===== src/rtl/assert_macros.svh =====
// Assertion macros shared by the RTL modules.
`ifndef ASSERT_MACROS_SVH
`define ASSERT_MACROS_SVH

// Same-cycle implication, disabled while reset is high.
`define SSR_ASSERT_IMPL(label, clk, rst, ante, cons, msg) \
   label: assert property (@(posedge clk) disable iff (rst) (ante) |-> (cons)) \
      else $error(msg);

// Next-cycle implication, disabled while reset is high.
`define SSR_ASSERT_NEXT(label, clk, rst, ante, cons, msg) \
   label: assert property (@(posedge clk) disable iff (rst) (ante) |=> (cons)) \
      else $error(msg);

`endif


===== src/rtl/ssr_pkg.sv =====
package ssr_pkg;

   // Command codes on req_cmd.
   localparam logic [1:0] CMD_SET_TARGET = 2'd0;
   localparam logic [1:0] CMD_RELEASE    = 2'd1;
   localparam logic [1:0] CMD_UPDATE     = 2'd2;

   // Register indexes on the configuration port.
   localparam logic [2:0] CSR_STEP_SIZE     = 3'd0;
   localparam logic [2:0] CSR_MOVE_INTERVAL = 3'd1;
   localparam logic [2:0] CSR_MAX_MOVING    = 3'd2;
   localparam logic [2:0] CSR_SHOULDER_MASK = 3'd3;
   localparam logic [2:0] CSR_SHLD_PMIN     = 3'd4;
   localparam logic [2:0] CSR_SHLD_PMAX     = 3'd5;
   localparam logic [2:0] CSR_OTHER_PMIN    = 3'd6;
   localparam logic [2:0] CSR_OTHER_PMAX    = 3'd7;

   localparam logic [7:0] ANGLE_MAX  = 8'd180;
   localparam logic [7:0] ANGLE_HOME = 8'd90;

   localparam int CNT_W = 5;

   // Division by 180 as a multiplication by ceil(2^28 / 180); exact for
   // every dividend below 2^20.
   localparam int          RECIP_SHIFT = 28;
   localparam logic [20:0] RECIP_180   = 21'd1491309;

   typedef struct packed {
      logic [7:0]  step_size;
      logic [15:0] move_interval;
      logic [4:0]  max_moving;
      logic [15:0] shoulder_mask;
      logic [11:0] shoulder_pulse_min;
      logic [11:0] shoulder_pulse_max;
      logic [11:0] other_pulse_min;
      logic [11:0] other_pulse_max;
   } cfg_type;

   typedef struct packed {
      logic set_target;
      logic release_ch;
      logic frame_start;
      logic scan_step;
      logic map_mul1;
      logic map_mul2;
      logic map_done;
      logic flush;
   } ctrl_type;

   typedef struct packed {
      logic moved;
      logic scan_done;
      logic limit_hit;
   } stat_type;

endpackage


===== src/rtl/ssr_csr.sv =====
module ssr_csr (
   input  logic              clock,
   input  logic              reset,
   input  logic              csr_valid,
   output logic              csr_ready,
   input  logic [2:0]        csr_index,
   input  logic [15:0]       csr_wdata,
   output ssr_pkg::cfg_type  cfg
);

   ssr_pkg::cfg_type cfg_ff;

   assign csr_ready = 1'b1;
   assign cfg       = cfg_ff;

   always_ff @(posedge clock) begin
      if (reset) begin
         cfg_ff.step_size          <= 8'd1;
         cfg_ff.move_interval      <= 16'd20;
         cfg_ff.max_moving         <= 5'd16;
         cfg_ff.shoulder_mask      <= 16'd0;
         cfg_ff.shoulder_pulse_min <= 12'd150;
         cfg_ff.shoulder_pulse_max <= 12'd600;
         cfg_ff.other_pulse_min    <= 12'd150;
         cfg_ff.other_pulse_max    <= 12'd600;
      end else if (csr_valid) begin
         case (csr_index)
            ssr_pkg::CSR_STEP_SIZE:     cfg_ff.step_size          <= csr_wdata[7:0];
            ssr_pkg::CSR_MOVE_INTERVAL: cfg_ff.move_interval      <= csr_wdata;
            ssr_pkg::CSR_MAX_MOVING:    cfg_ff.max_moving         <= csr_wdata[4:0];
            ssr_pkg::CSR_SHOULDER_MASK: cfg_ff.shoulder_mask      <= csr_wdata;
            ssr_pkg::CSR_SHLD_PMIN:     cfg_ff.shoulder_pulse_min <= csr_wdata[11:0];
            ssr_pkg::CSR_SHLD_PMAX:     cfg_ff.shoulder_pulse_max <= csr_wdata[11:0];
            ssr_pkg::CSR_OTHER_PMIN:    cfg_ff.other_pulse_min    <= csr_wdata[11:0];
            ssr_pkg::CSR_OTHER_PMAX:    cfg_ff.other_pulse_max    <= csr_wdata[11:0];
            default: ;
         endcase
      end
   end

endmodule


===== src/rtl/ssr_ctrl.sv =====
`include "assert_macros.svh"

module ssr_ctrl #(
   parameter int NUM_CHANNELS = 16
) (
   input  logic               clock,
   input  logic               reset,
   input  logic               start,
   output logic               busy,
   input  logic [1:0]         req_cmd,
   input  logic [3:0]         req_channel,
   input  ssr_pkg::stat_type  stat,
   output ssr_pkg::ctrl_type  ctrl
);

   typedef enum logic [2:0] {
      ST_IDLE,
      ST_SCAN,
      ST_MAP1,
      ST_MAP2,
      ST_MAP3,
      ST_FLUSH
   } state_type;

   localparam logic [4:0] NCH = 5'(NUM_CHANNELS);

   state_type state_ff, state_in;
   logic      busy_ff;
   logic      accept;
   logic      ch_ok;

   assign busy   = busy_ff;
   assign accept = start && !busy_ff;
   assign ch_ok  = {1'b0, req_channel} < NCH;

   always_comb begin
      ctrl     = '0;
      state_in = state_ff;
      case (state_ff)
         ST_IDLE: begin
            if (accept) begin
               case (req_cmd)
                  ssr_pkg::CMD_SET_TARGET: ctrl.set_target = ch_ok;
                  ssr_pkg::CMD_RELEASE:    ctrl.release_ch = ch_ok;
                  ssr_pkg::CMD_UPDATE: begin
                     ctrl.frame_start = 1'b1;
                     state_in         = ST_SCAN;
                  end
                  default: ;
               endcase
            end
         end
         ST_SCAN: begin
            // The frame limit is checked before each channel is looked at.
            if (stat.scan_done || stat.limit_hit) begin
               state_in = ST_FLUSH;
            end else begin
               ctrl.scan_step = 1'b1;
               if (stat.moved) begin
                  state_in = ST_MAP1;
               end
            end
         end
         ST_MAP1: begin
            ctrl.map_mul1 = 1'b1;
            state_in      = ST_MAP2;
         end
         ST_MAP2: begin
            ctrl.map_mul2 = 1'b1;
            state_in      = ST_MAP3;
         end
         ST_MAP3: begin
            ctrl.map_done = 1'b1;
            state_in      = ST_SCAN;
         end
         ST_FLUSH: begin
            ctrl.flush = 1'b1;
            state_in   = ST_IDLE;
         end
         default: state_in = ST_IDLE;
      endcase
   end

   always_ff @(posedge clock) begin
      if (reset) begin
         state_ff <= ST_IDLE;
         busy_ff  <= 1'b0;
      end else begin
         state_ff <= state_in;
         busy_ff  <= (state_in != ST_IDLE);
      end
   end

   `SSR_ASSERT_NEXT(a_update_goes_busy, clock, reset, accept && req_cmd == ssr_pkg::CMD_UPDATE, busy_ff, "update transfer did not raise busy")
   `SSR_ASSERT_NEXT(a_flush_ends_frame, clock, reset, state_ff == ST_FLUSH, !busy_ff, "busy still high after the frame flush")

endmodule


===== src/rtl/ssr_dpath.sv =====
`include "assert_macros.svh"

module ssr_dpath #(
   parameter int NUM_CHANNELS = 16
) (
   input  logic               clock,
   input  logic               reset,
   input  ssr_pkg::cfg_type   cfg,
   input  ssr_pkg::ctrl_type  ctrl,
   output ssr_pkg::stat_type  stat,
   input  logic [3:0]         req_channel,
   input  logic signed [15:0] req_angle,
   input  logic [31:0]        req_now_ms,
   output logic               rsp_valid,
   output logic [3:0]         rsp_out_channel,
   output logic [11:0]        rsp_pulse_width,
   output logic               rsp_last
);

   localparam int CW = (NUM_CHANNELS > 1) ? $clog2(NUM_CHANNELS) : 1;
   localparam int IW = $clog2(NUM_CHANNELS + 1);

   // Per-channel state.
   logic [7:0]              cur_ff [NUM_CHANNELS];
   logic [7:0]              tgt_ff [NUM_CHANNELS];
   logic [31:0]             lmt_ff [NUM_CHANNELS];
   logic [NUM_CHANNELS-1:0] rel_ff;

   // Frame walk.
   logic [31:0]              now_ff;
   logic [IW-1:0]            idx_ff;
   logic [ssr_pkg::CNT_W-1:0] cnt_ff;

   // Pulse mapping stages.
   logic [3:0]  map_ch_ff;
   logic [7:0]  map_ang_ff;
   logic [11:0] map_lo_ff;
   logic [11:0] span_mag_ff;
   logic        span_neg_ff;
   logic [19:0] mag_ff;
   logic [11:0] q_ff;

   // Result held back until it is known whether another one follows.
   logic        pend_valid_ff;
   logic [3:0]  pend_ch_ff;
   logic [11:0] pend_pw_ff;

   logic        rsp_valid_ff;
   logic [3:0]  rsp_ch_ff;
   logic [11:0] rsp_pw_ff;
   logic        rsp_last_ff;

   logic [CW-1:0]     sel;
   logic [CW-1:0]     wsel;
   logic [3:0]        chan4;
   logic [7:0]        cur, tgt, gap, new_ang;
   logic              up, due, moved;
   logic [31:0]       elapsed;
   logic [7:0]        set_ang;
   logic [11:0]       lo, hi;
   logic signed [12:0] span;
   logic [11:0]       span_mag;
   logic [40:0]       recip_prod;
   logic [11:0]       pw;

   assign sel   = idx_ff[CW-1:0];
   assign wsel  = req_channel[CW-1:0];
   assign chan4 = 4'(idx_ff);

   always_comb begin
      cur     = cur_ff[sel];
      tgt     = tgt_ff[sel];
      elapsed = now_ff - lmt_ff[sel];
      due     = elapsed >= {16'd0, cfg.move_interval};
      moved   = !rel_ff[sel] && due && (cur != tgt);
      up      = cur < tgt;
      gap     = up ? (tgt - cur) : (cur - tgt);
      if (gap > cfg.step_size) begin
         new_ang = up ? (cur + cfg.step_size) : (cur - cfg.step_size);
      end else begin
         new_ang = tgt;
      end

      if (cfg.shoulder_mask[chan4]) begin
         lo = cfg.shoulder_pulse_min;
         hi = cfg.shoulder_pulse_max;
      end else begin
         lo = cfg.other_pulse_min;
         hi = cfg.other_pulse_max;
      end
      span     = $signed({1'b0, hi}) - $signed({1'b0, lo});
      span_mag = span[12] ? 12'(-span) : span[11:0];

      if (req_angle[15]) begin
         set_ang = 8'd0;
      end else if (req_angle > 16'sd180) begin
         set_ang = ssr_pkg::ANGLE_MAX;
      end else begin
         set_ang = req_angle[7:0];
      end

      recip_prod = 41'(mag_ff) * 41'(ssr_pkg::RECIP_180);
      // The quotient is truncated toward zero, so the sign goes on afterwards.
      pw = span_neg_ff ? (map_lo_ff - q_ff) : (map_lo_ff + q_ff);
   end

   assign stat.moved     = moved;
   assign stat.scan_done = (idx_ff == IW'(NUM_CHANNELS));
   assign stat.limit_hit = (cnt_ff >= cfg.max_moving);

   always_ff @(posedge clock) begin
      if (reset) begin
         for (int i = 0; i < NUM_CHANNELS; i++) begin
            cur_ff[i] <= ssr_pkg::ANGLE_HOME;
            tgt_ff[i] <= ssr_pkg::ANGLE_HOME;
            lmt_ff[i] <= 32'd0;
         end
         rel_ff        <= '1;
         idx_ff        <= '0;
         cnt_ff        <= '0;
         pend_valid_ff <= 1'b0;
         rsp_valid_ff  <= 1'b0;
      end else begin
         rsp_valid_ff <= ctrl.release_ch ||
                         ((ctrl.map_done || ctrl.flush) && pend_valid_ff);
         if (ctrl.set_target) begin
            tgt_ff[wsel] <= set_ang;
            rel_ff[wsel] <= 1'b0;
         end
         if (ctrl.release_ch) begin
            rel_ff[wsel] <= 1'b1;
         end
         if (ctrl.frame_start) begin
            idx_ff <= '0;
            cnt_ff <= '0;
         end
         if (ctrl.scan_step) begin
            idx_ff <= idx_ff + 1'b1;
            if (moved) begin
               cur_ff[sel] <= new_ang;
               lmt_ff[sel] <= now_ff;
               cnt_ff      <= cnt_ff + 1'b1;
            end
         end
         if (ctrl.map_done) begin
            pend_valid_ff <= 1'b1;
         end
         if (ctrl.flush) begin
            pend_valid_ff <= 1'b0;
         end
      end
   end

   always_ff @(posedge clock) begin
      if (ctrl.frame_start) begin
         now_ff <= req_now_ms;
      end
      if (ctrl.scan_step) begin
         map_ch_ff   <= chan4;
         map_ang_ff  <= new_ang;
         map_lo_ff   <= lo;
         span_mag_ff <= span_mag;
         span_neg_ff <= span[12];
      end
      if (ctrl.map_mul1) begin
         mag_ff <= 20'(map_ang_ff * span_mag_ff);
      end
      if (ctrl.map_mul2) begin
         q_ff <= 12'(recip_prod >> ssr_pkg::RECIP_SHIFT);
      end
      if (ctrl.release_ch) begin
         rsp_ch_ff   <= req_channel;
         rsp_pw_ff   <= 12'd0;
         rsp_last_ff <= 1'b1;
      end
      if (ctrl.map_done) begin
         rsp_ch_ff   <= pend_ch_ff;
         rsp_pw_ff   <= pend_pw_ff;
         rsp_last_ff <= 1'b0;
         pend_ch_ff  <= map_ch_ff;
         pend_pw_ff  <= pw;
      end
      if (ctrl.flush) begin
         rsp_ch_ff   <= pend_ch_ff;
         rsp_pw_ff   <= pend_pw_ff;
         rsp_last_ff <= 1'b1;
      end
   end

   assign rsp_valid       = rsp_valid_ff;
   assign rsp_out_channel = rsp_ch_ff;
   assign rsp_pulse_width = rsp_pw_ff;
   assign rsp_last        = rsp_last_ff;

   `SSR_ASSERT_NEXT(a_flush_marks_last, clock, reset, ctrl.flush && pend_valid_ff, rsp_valid_ff && rsp_last_ff, "held result not sent as last at flush")
   `SSR_ASSERT_NEXT(a_map_fills_pending, clock, reset, ctrl.map_done, pend_valid_ff && !rsp_last_ff, "mapped pulse width not held back")

endmodule


===== src/rtl/servo_slew_ramp_controller.sv =====
// Slew-rate limiter for up to sixteen servo channels.
//
// Commands arrive on req_*: a command is taken at a clock edge with start high
// and busy low. Set target clamps req_angle to 0..180 and arms the channel; it
// takes effect at the transfer and returns nothing. Release disarms the
// channel and returns one result (pulse width 0, last set) in the next cycle.
// An update frame walks the channels in order, one per cycle, but pauses at
// each channel that moves while its angle is mapped in ST_MAP1 to ST_MAP3;
// busy stays high until the walk ends and the frame is flushed; the walk
// ends early when the per-frame move limit is reached. Set target and release
// can be issued every cycle while busy is low.
// Each result is shown for one cycle with rsp_valid high; the receiver cannot
// hold it off. A moved channel's result comes out when the next one has been
// mapped or when the walk ends, so rsp_last marks the frame's final result.
// Configuration registers are written over csr_* (always ready); the user must
// write them only while busy is low; the block does not enforce it. Reset puts
// all channels at 90 degrees, released, move time 0, and loads CSR defaults.
module servo_slew_ramp_controller #(
   parameter int NUM_CHANNELS = 16
) (
   input  logic               clock,
   input  logic               reset,
   input  logic               start,
   output logic               busy,
   input  logic [1:0]         req_cmd,
   input  logic [3:0]         req_channel,
   input  logic signed [15:0] req_angle,
   input  logic [31:0]        req_now_ms,
   output logic               rsp_valid,
   output logic [3:0]         rsp_out_channel,
   output logic [11:0]        rsp_pulse_width,
   output logic               rsp_last,
   input  logic               csr_valid,
   output logic               csr_ready,
   input  logic [2:0]         csr_index,
   input  logic [15:0]        csr_wdata
);

   ssr_pkg::cfg_type  cfg;
   ssr_pkg::ctrl_type ctrl;
   ssr_pkg::stat_type stat;

   ssr_csr u_csr (
      .clock     (clock),
      .reset     (reset),
      .csr_valid (csr_valid),
      .csr_ready (csr_ready),
      .csr_index (csr_index),
      .csr_wdata (csr_wdata),
      .cfg       (cfg)
   );

   ssr_ctrl #(
      .NUM_CHANNELS (NUM_CHANNELS)
   ) u_ctrl (
      .clock       (clock),
      .reset       (reset),
      .start       (start),
      .busy        (busy),
      .req_cmd     (req_cmd),
      .req_channel (req_channel),
      .stat        (stat),
      .ctrl        (ctrl)
   );

   ssr_dpath #(
      .NUM_CHANNELS (NUM_CHANNELS)
   ) u_dpath (
      .clock           (clock),
      .reset           (reset),
      .cfg             (cfg),
      .ctrl            (ctrl),
      .stat            (stat),
      .req_channel     (req_channel),
      .req_angle       (req_angle),
      .req_now_ms      (req_now_ms),
      .rsp_valid       (rsp_valid),
      .rsp_out_channel (rsp_out_channel),
      .rsp_pulse_width (rsp_pulse_width),
      .rsp_last        (rsp_last)
   );

endmodule

===== config.mk =====
export PLATFORM = sky130hd
export DESIGN_NAME = servo_slew_ramp_controller
export DESIGN_NICKNAME = d
export VERILOG_FILES = /design/src/rtl/ssr_pkg.sv /design/src/rtl/ssr_csr.sv /design/src/rtl/ssr_ctrl.sv /design/src/rtl/ssr_dpath.sv /design/src/rtl/servo_slew_ramp_controller.sv
export VERILOG_INCLUDE_DIRS = /design/src /design/src/rtl
export SDC_FILE = /design/constraint.sdc
export NUM_CORES = 2
export LEC_CHECK = 0
export BUFFER_PORTS_ARGS = -buffer_cell sky130_fd_sc_hd__buf_2
export CORE_MARGIN = 1.5
export CORE_UTILIZATION = 58
export DETAILED_ROUTE_END_ITERATION = 12
export GPL_ROUTABILITY_DRIVEN = 0
export PLACE_DENSITY_LB_ADDON = 0.1
export SYNTH_ARGS = -nofsm -noshare
export SYNTH_HDL_FRONTEND = slang
export SYNTH_SLANG_ARGS = --single-unit

===== constraint.sdc =====
create_clock -name clock -period 13.3 [get_ports clock]
set_clock_uncertainty 0.05 [all_clocks]
set_input_delay 1.33 -clock clock [delete_from_list [all_inputs] [get_ports clock]]
set_output_delay 1.33 -clock clock [all_outputs]
set_load 0.05 [all_outputs]

# After elaboration in Yosys (flattened, before gate mapping)
# Memories as Yosys holds them, arrays and structs flattened. A register that Yosys moved wholly into a read port is not among the register bits.
# Cells that the tools add are included.
# word_totals
ram_bits	768
wordCells	171
register_bits	259
input_bits	77
output_inout_bits	20
n_memories	3
# mem_list
name	depth	word_bits	rd	rd_clocked_by_memory_dff	write_ports	line_no	rtl
u_dpath.lmt_ff	16	32	1	1	16	ssr_dpath.sv:26	logic [31:0] lmt_ff [NUM_CHANNELS];
u_dpath.cur_ff	16	8	1	1	16	ssr_dpath.sv:24	logic [7:0] cur_ff [NUM_CHANNELS];
u_dpath.tgt_ff	16	8	1	1	16	ssr_dpath.sv:25	logic [7:0] tgt_ff [NUM_CHANNELS];
# classes
n_addsub	11
multipliers	2
bitwise_logic	3
eq_ne	16
n_lt_le_gt_ge	8
n_reduce_logical	29
muxes	71
# op_table
cell	count
$mux 12	7
$mux 8	7
$mux 16	3
$mux 4	12
$mul 20x21->40 const B	1
$ge 32x16->1	1
$mux 32	1
$reduce_or 32->1	1
$sub 32x32->32	1
$mux 1	26
$mux 5	5
$sub 8x8->8	3
$mul 8x12->20	1
$eq 3x3->1 const B	6
$mux 3	6
$and 16x16->16	1
$gt 16x9->1 const B	1
$not 16->16	1
$or 16x16->16	1
$reduce_and 2->1	8
$reduce_or 8->1	2
$pmux 3 s5	1
$sub 12x12->13	1
$add 12x12->12	1
25 further kinds	42

# Logic depth before layout (Yosys ltp)
# depth
ltp_word	11
ltp_mapped	31
ltp_nobuf	25

# Modules after synthesis
# A second synthesis with hierarchy kept.
# hier_totals
cells_unflattened	4512
area_unflattened_um2	58775.1
# modules_own_cells
module	area_per_inst_um2	seq_area_each_um2	n_inst	cells_per_inst
ssr_dpath	54835.1	27716.6	1	4144
ssr_csr	3693.5	1861.8	1	341
ssr_ctrl	246.5	80.1	1	27

# Least setup slack after synthesis
# Ideal clock, no wire load.
# synth_timing
path_kind	register -> register
start	register with a tool-made name
end	memory u_dpath.cur_ff[15][0], enable pin
setup_time_ns	0.493
path_slack_ns	3.791
t_arrival_ns	8.966
period_less_slack_ns	9.509
stages_incl_launch_ff	27
required_ns	12.757
path_buffers	6
path_cell_list	dfxtp_1 -> buf_4 -> buf_2 -> clkbuf_1 -> buf_1 -> buf_1 -> mux4_2 -> mux4_2 -> ha_1 -> fa_1 -> nand2b_1 -> a21oi_1 -> o2111ai_1 -> nand2_1 -> xor2_1 -> ha_1 -> nand4_1 -> nor3_1 -> a21oi_1 -> o211ai_1 -> a21oi_1 -> o2111ai_1 -> nor4b_1 -> and4_4 -> a311o_1 -> buf_2 -> o21ai_0
# synth_lines
item	line_no
end, declared	ssr_dpath.sv:24

==> reports/results.tsv <==
stage	metric	value	unit
grt	grt_max_degree	92	
routing	detail_route.vias_per_cell	6.04	
setup_path	cp.required	13.57	ns
timing	timing.fmax	112	MHz
placed_design	post-dp-hpwl	96.7	mm
power	cellLeakagePower	22.4	nW
setup_path	slowest_stage	sky130_fd_sc_hd__nor3b_2	
synthesis	ys_dominant_reg_cell	sky130_fd_sc_hd__edfxtp_1	
layout	stdcell_count	6076	
synthesis	syn_area	56700	um^2
power	power	7.81	mW
routing	drt_first_iter_violations	3958	
clocking	clk_root_buffer_cell	sky130_fd_sc_hd__clkbuf_16	
run_status	status	completed	
timing	timing.setup.tns	0	ns
die	io-pin-count	97	
synthesis	async_flop_share	0	%
timing	tightest_slew	1.26	ns
routing	vias	36726	
clocking	clkTransAtPathRegs	0.06	ns
die	floorplan.rows	114	
layout	finish.utilization	63.6	%
run	drv.max_cap_violation_count	0	
clocking	cts_inserted_buffers	106	
die	floorplan.core_area	96900	um^2
die	dieWidth	316	um
synthesis	synth_most_common_cell	sky130_fd_sc_hd__edfxtp_1	
placed_design	dp.cells	5882	
timing	final-setup-viol-count	0	
routing	routed_wirelength	146	mm
setup_path	cp_top_family	compound AO/OA/AOI/OAI gates	
placed_design	postPlaceCellArea	58300	um^2
hold_path	worst_hold_path_type	flop to flop	
clocking	holdBufCountCts	0	
die	start_util	58.6	%
synthesis	syn-mean-instance-area	12.1	um^2
routing	route.detailed.drc	0	
timing	hold_ws	0.374	ns
placed_design	preCtsSetupSlack	4.41	ns
grt	grt.total_usage	29.8	%
synthesis	synth.top_cells.by_count	901 x sky130_fd_sc_hd__edfxtp_1, 762 x sky130_fd_sc_hd__nor2_1, 660 x sky130_fd_sc_hd__nand2_1	
synthesis	synth.ff_latch_count	1031	
setup_path	critical_path.cell_chain	buf_4 -> mux4_2 -> mux4_2 -> ha_1 -> fa_1 -> nand2b_1 -> a21oi_1 -> o2111ai_1 -> nand2_1 -> xor2_1 -> ha_1 -> nand4_1 -> nor3_1 -> a21oi_1 -> o211ai_1 -> a21oi_1 -> o2111ai_1 -> nor4b_1 -> and4_4 -> a311o_1 -> nor3b_2 -> a21o_2 -> buf_4	
setup_path	critPathKind	flop to flop	
timing	rsz0062_at_grt	false	
clocking	htreeDepth	3	
grt	grt_pass1_wl	222	mm
setup_path	worst_setup_path_start_kind	flop	
layout	final_net_count	5311	
routing	detail_route.wl_per_cell	24.0	um
timing	hold_viol_final	0	
clocking	clock_path_buffers	3	
synthesis	synth_top_area_share	47.7	%
routing	drt_pass1_iterations	6	
timing	final-max-slew-violation-count	0	
synthesis	synthDominantAreaCellType	sky130_fd_sc_hd__edfxtp_1	
clocking	tritoncts_num_sinks	1031	
setup_path	worst-path-max-fanout	40	
die	dieHeight	316	um
setup_path	critical-path-top-cell-by-count	sky130_fd_sc_hd__a21oi_1	
clocking	clkLatencyLatePin	0.71	ns
timing	share_of_the_clock_period_used_by_the_worst_path	67.0	%
power	vdd_ir_drop_max	112	uV
layout	post_route_cells_drive_above_1_share	12.8	%
power	power.density_cell_area	127	nW/um^2
clocking	tritoncts	yes	
timing	max-slew-margin-rel	14.9	%
grt	overflow	0	
synthesis	synth-edff-count	901	
setup_path	worst-endpoint-arrival	9.19	ns
die	fp.dieArea	99700	um^2
setup_path	cp_num_buf_inv	2	
routing	postRouteAntennaNets	0	
grt	first_global_vias	35971	
synthesis	synth_warn	0	
layout	syn2layout_area_growth	8.64	%
layout	post-route-cell-area	61600	um^2
clocking	cts_repair_resize_count	0	
synthesis	yosysUniqueCellTypes	81	
synthesis	yosys-top-cells-area	sky130_fd_sc_hd__edfxtp_1 48%, sky130_fd_sc_hd__mux4_2 9.9%, sky130_fd_sc_hd__ha_1 7.4%	
timing	setup_ws_final	4.38	ns
setup_path	endpoint_class_of_the_critical_path	flop	
synthesis	postSynthNetCount	5290	
synthesis	postSynthCellCount	4693	
grt	antenna_violations_before_repair	0	
synthesis	synth_seq_area_share	52.3	%
setup_path	stage_delay_of_the_slowest_cell_on_the_critical_path	0.96	ns
placed_design	input_output_buffers	95	
clocking	post_cts_buffers	0	
timing	post-route-min-period	8.92	ns
registers in the layout, summed over array words and instances, names as in the netlist, 3 cells and up, named ones only:
signal	flops
u_dpath.lmt_ff	512
u_dpath.cur_ff	128
u_dpath.tgt_ff	128
u_csr.cfg	93
u_dpath.now_ff	32
u_dpath.mag_ff	20
u_dpath.rel_ff	16
u_dpath.map_lo_ff	12
u_dpath.pend_pw_ff	12
u_dpath.q_ff	12
u_dpath.rsp_pulse_width	12
u_dpath.span_mag_ff	12
u_dpath.map_ang_ff	8
u_dpath.cnt_ff	5
u_dpath.idx_ff	5
u_dpath.map_ch_ff	4
u_dpath.pend_ch_ff	4
u_dpath.rsp_out_channel	4
u_ctrl.state_ff	3
cells in the final DEF (no fill, tap or decap), drive strengths merged, types with 9 or more instances in the layout:
master / netlist / final
edfxtp: 901 / 901
nor2: 762 / 762
nand2: 661 / 661
inv: 376 / 382
ha: 335 / 335
mux4: 249 / 249
fa: 185 / 185
a21oi: 180 / 180
buf: 102 / 150
clkbuf: 135 / 132
dfxtp: 130 / 130
xnor2: 80 / 80
nand3: 69 / 69
o21ai: 66 / 66
and2: 65 / 65
a21o: 50 / 50
clkinv: 1 / 47
nor3: 42 / 42
mux2i: 32 / 32
xor2: 25 / 25
nor2b: 25 / 25
nand2b: 23 / 23
mux2: 19 / 19
o21bai: 14 / 14
or3: 14 / 14
nand4: 14 / 14
and3: 14 / 14
a31oi: 12 / 12
a211oi: 11 / 11
o211ai: 10 / 10
o2111ai: 9 / 9
a21boi: 9 / 9
area by class of cell:
cell class                      instances  area, um^2
Antenna cell                            1        2.50
Inverter                              377        1420
Fill cell                            7497       35200
Tap cell                             1276        1600
Clock buffer                          132        2810
Multi-Input combinational cell       3048       24700
Sequential cell                      1031       29700
Timing Repair Buffer                  150         903
Clock inverter                         61         554
worst paths after layout:
kind	from	end	slack, ns	depth (start not counted)
hold / removal	u_dpath.map_ch_ff[1]$_DFFE_PP_	u_dpath.pend_ch_ff[1]$_DFFE_PP_	0.37	0
setup reg to reg	flop	u_dpath.lmt_ff[6][15]$_SDFFCE_PN0P_	4.38	23
hold reg to reg	u_dpath.map_ch_ff[1]$_DFFE_PP_	u_dpath.pend_ch_ff[1]$_DFFE_PP_	0.37	0
setup / recovery	flop	u_dpath.lmt_ff[6][15]$_SDFFCE_PN0P_	4.38	23
power breakdown:
group | switching [mW] | leakage, nW | total (mW) | internal [mW]
clock | 1.28 | 1.65 | 2.91 | 1.62
combinational | 0.716 | 11.0 | 1.21 | 0.491
sequential | 0.0529 | 9.75 | 3.69 | 3.64
total | 2.05 | 22.4 | 7.81 | 5.75
layer usage:
metal / vias to the layer above / share of wire, % / global-route usage [%]
met3: 233 / 7.7 / 4.07
met1: 18361 / 41 / 41.8
met2: 1641 / 49 / 49.3
li1: 16491 / - / -
met4: 0 / 2.9 / 8.32
met5: - / 0 / 0
kinds of logic after synthesis:
group / count (synthesis) / share of synthesized area [%]
and+or+nand+nor: 1719 / 12.5
DFF: 1031 / 52.3
buffers and inverters: 614 / 4.40
adders and majority gates: 520 / 13.9
AOI/OAI and AO/OA: 403 / 4.45
muxes: 300 / 10.8
xor gates and xnor gates: 105 / 1.62
other: 1 / 0.00661
(Power assumes the default switching activity.)
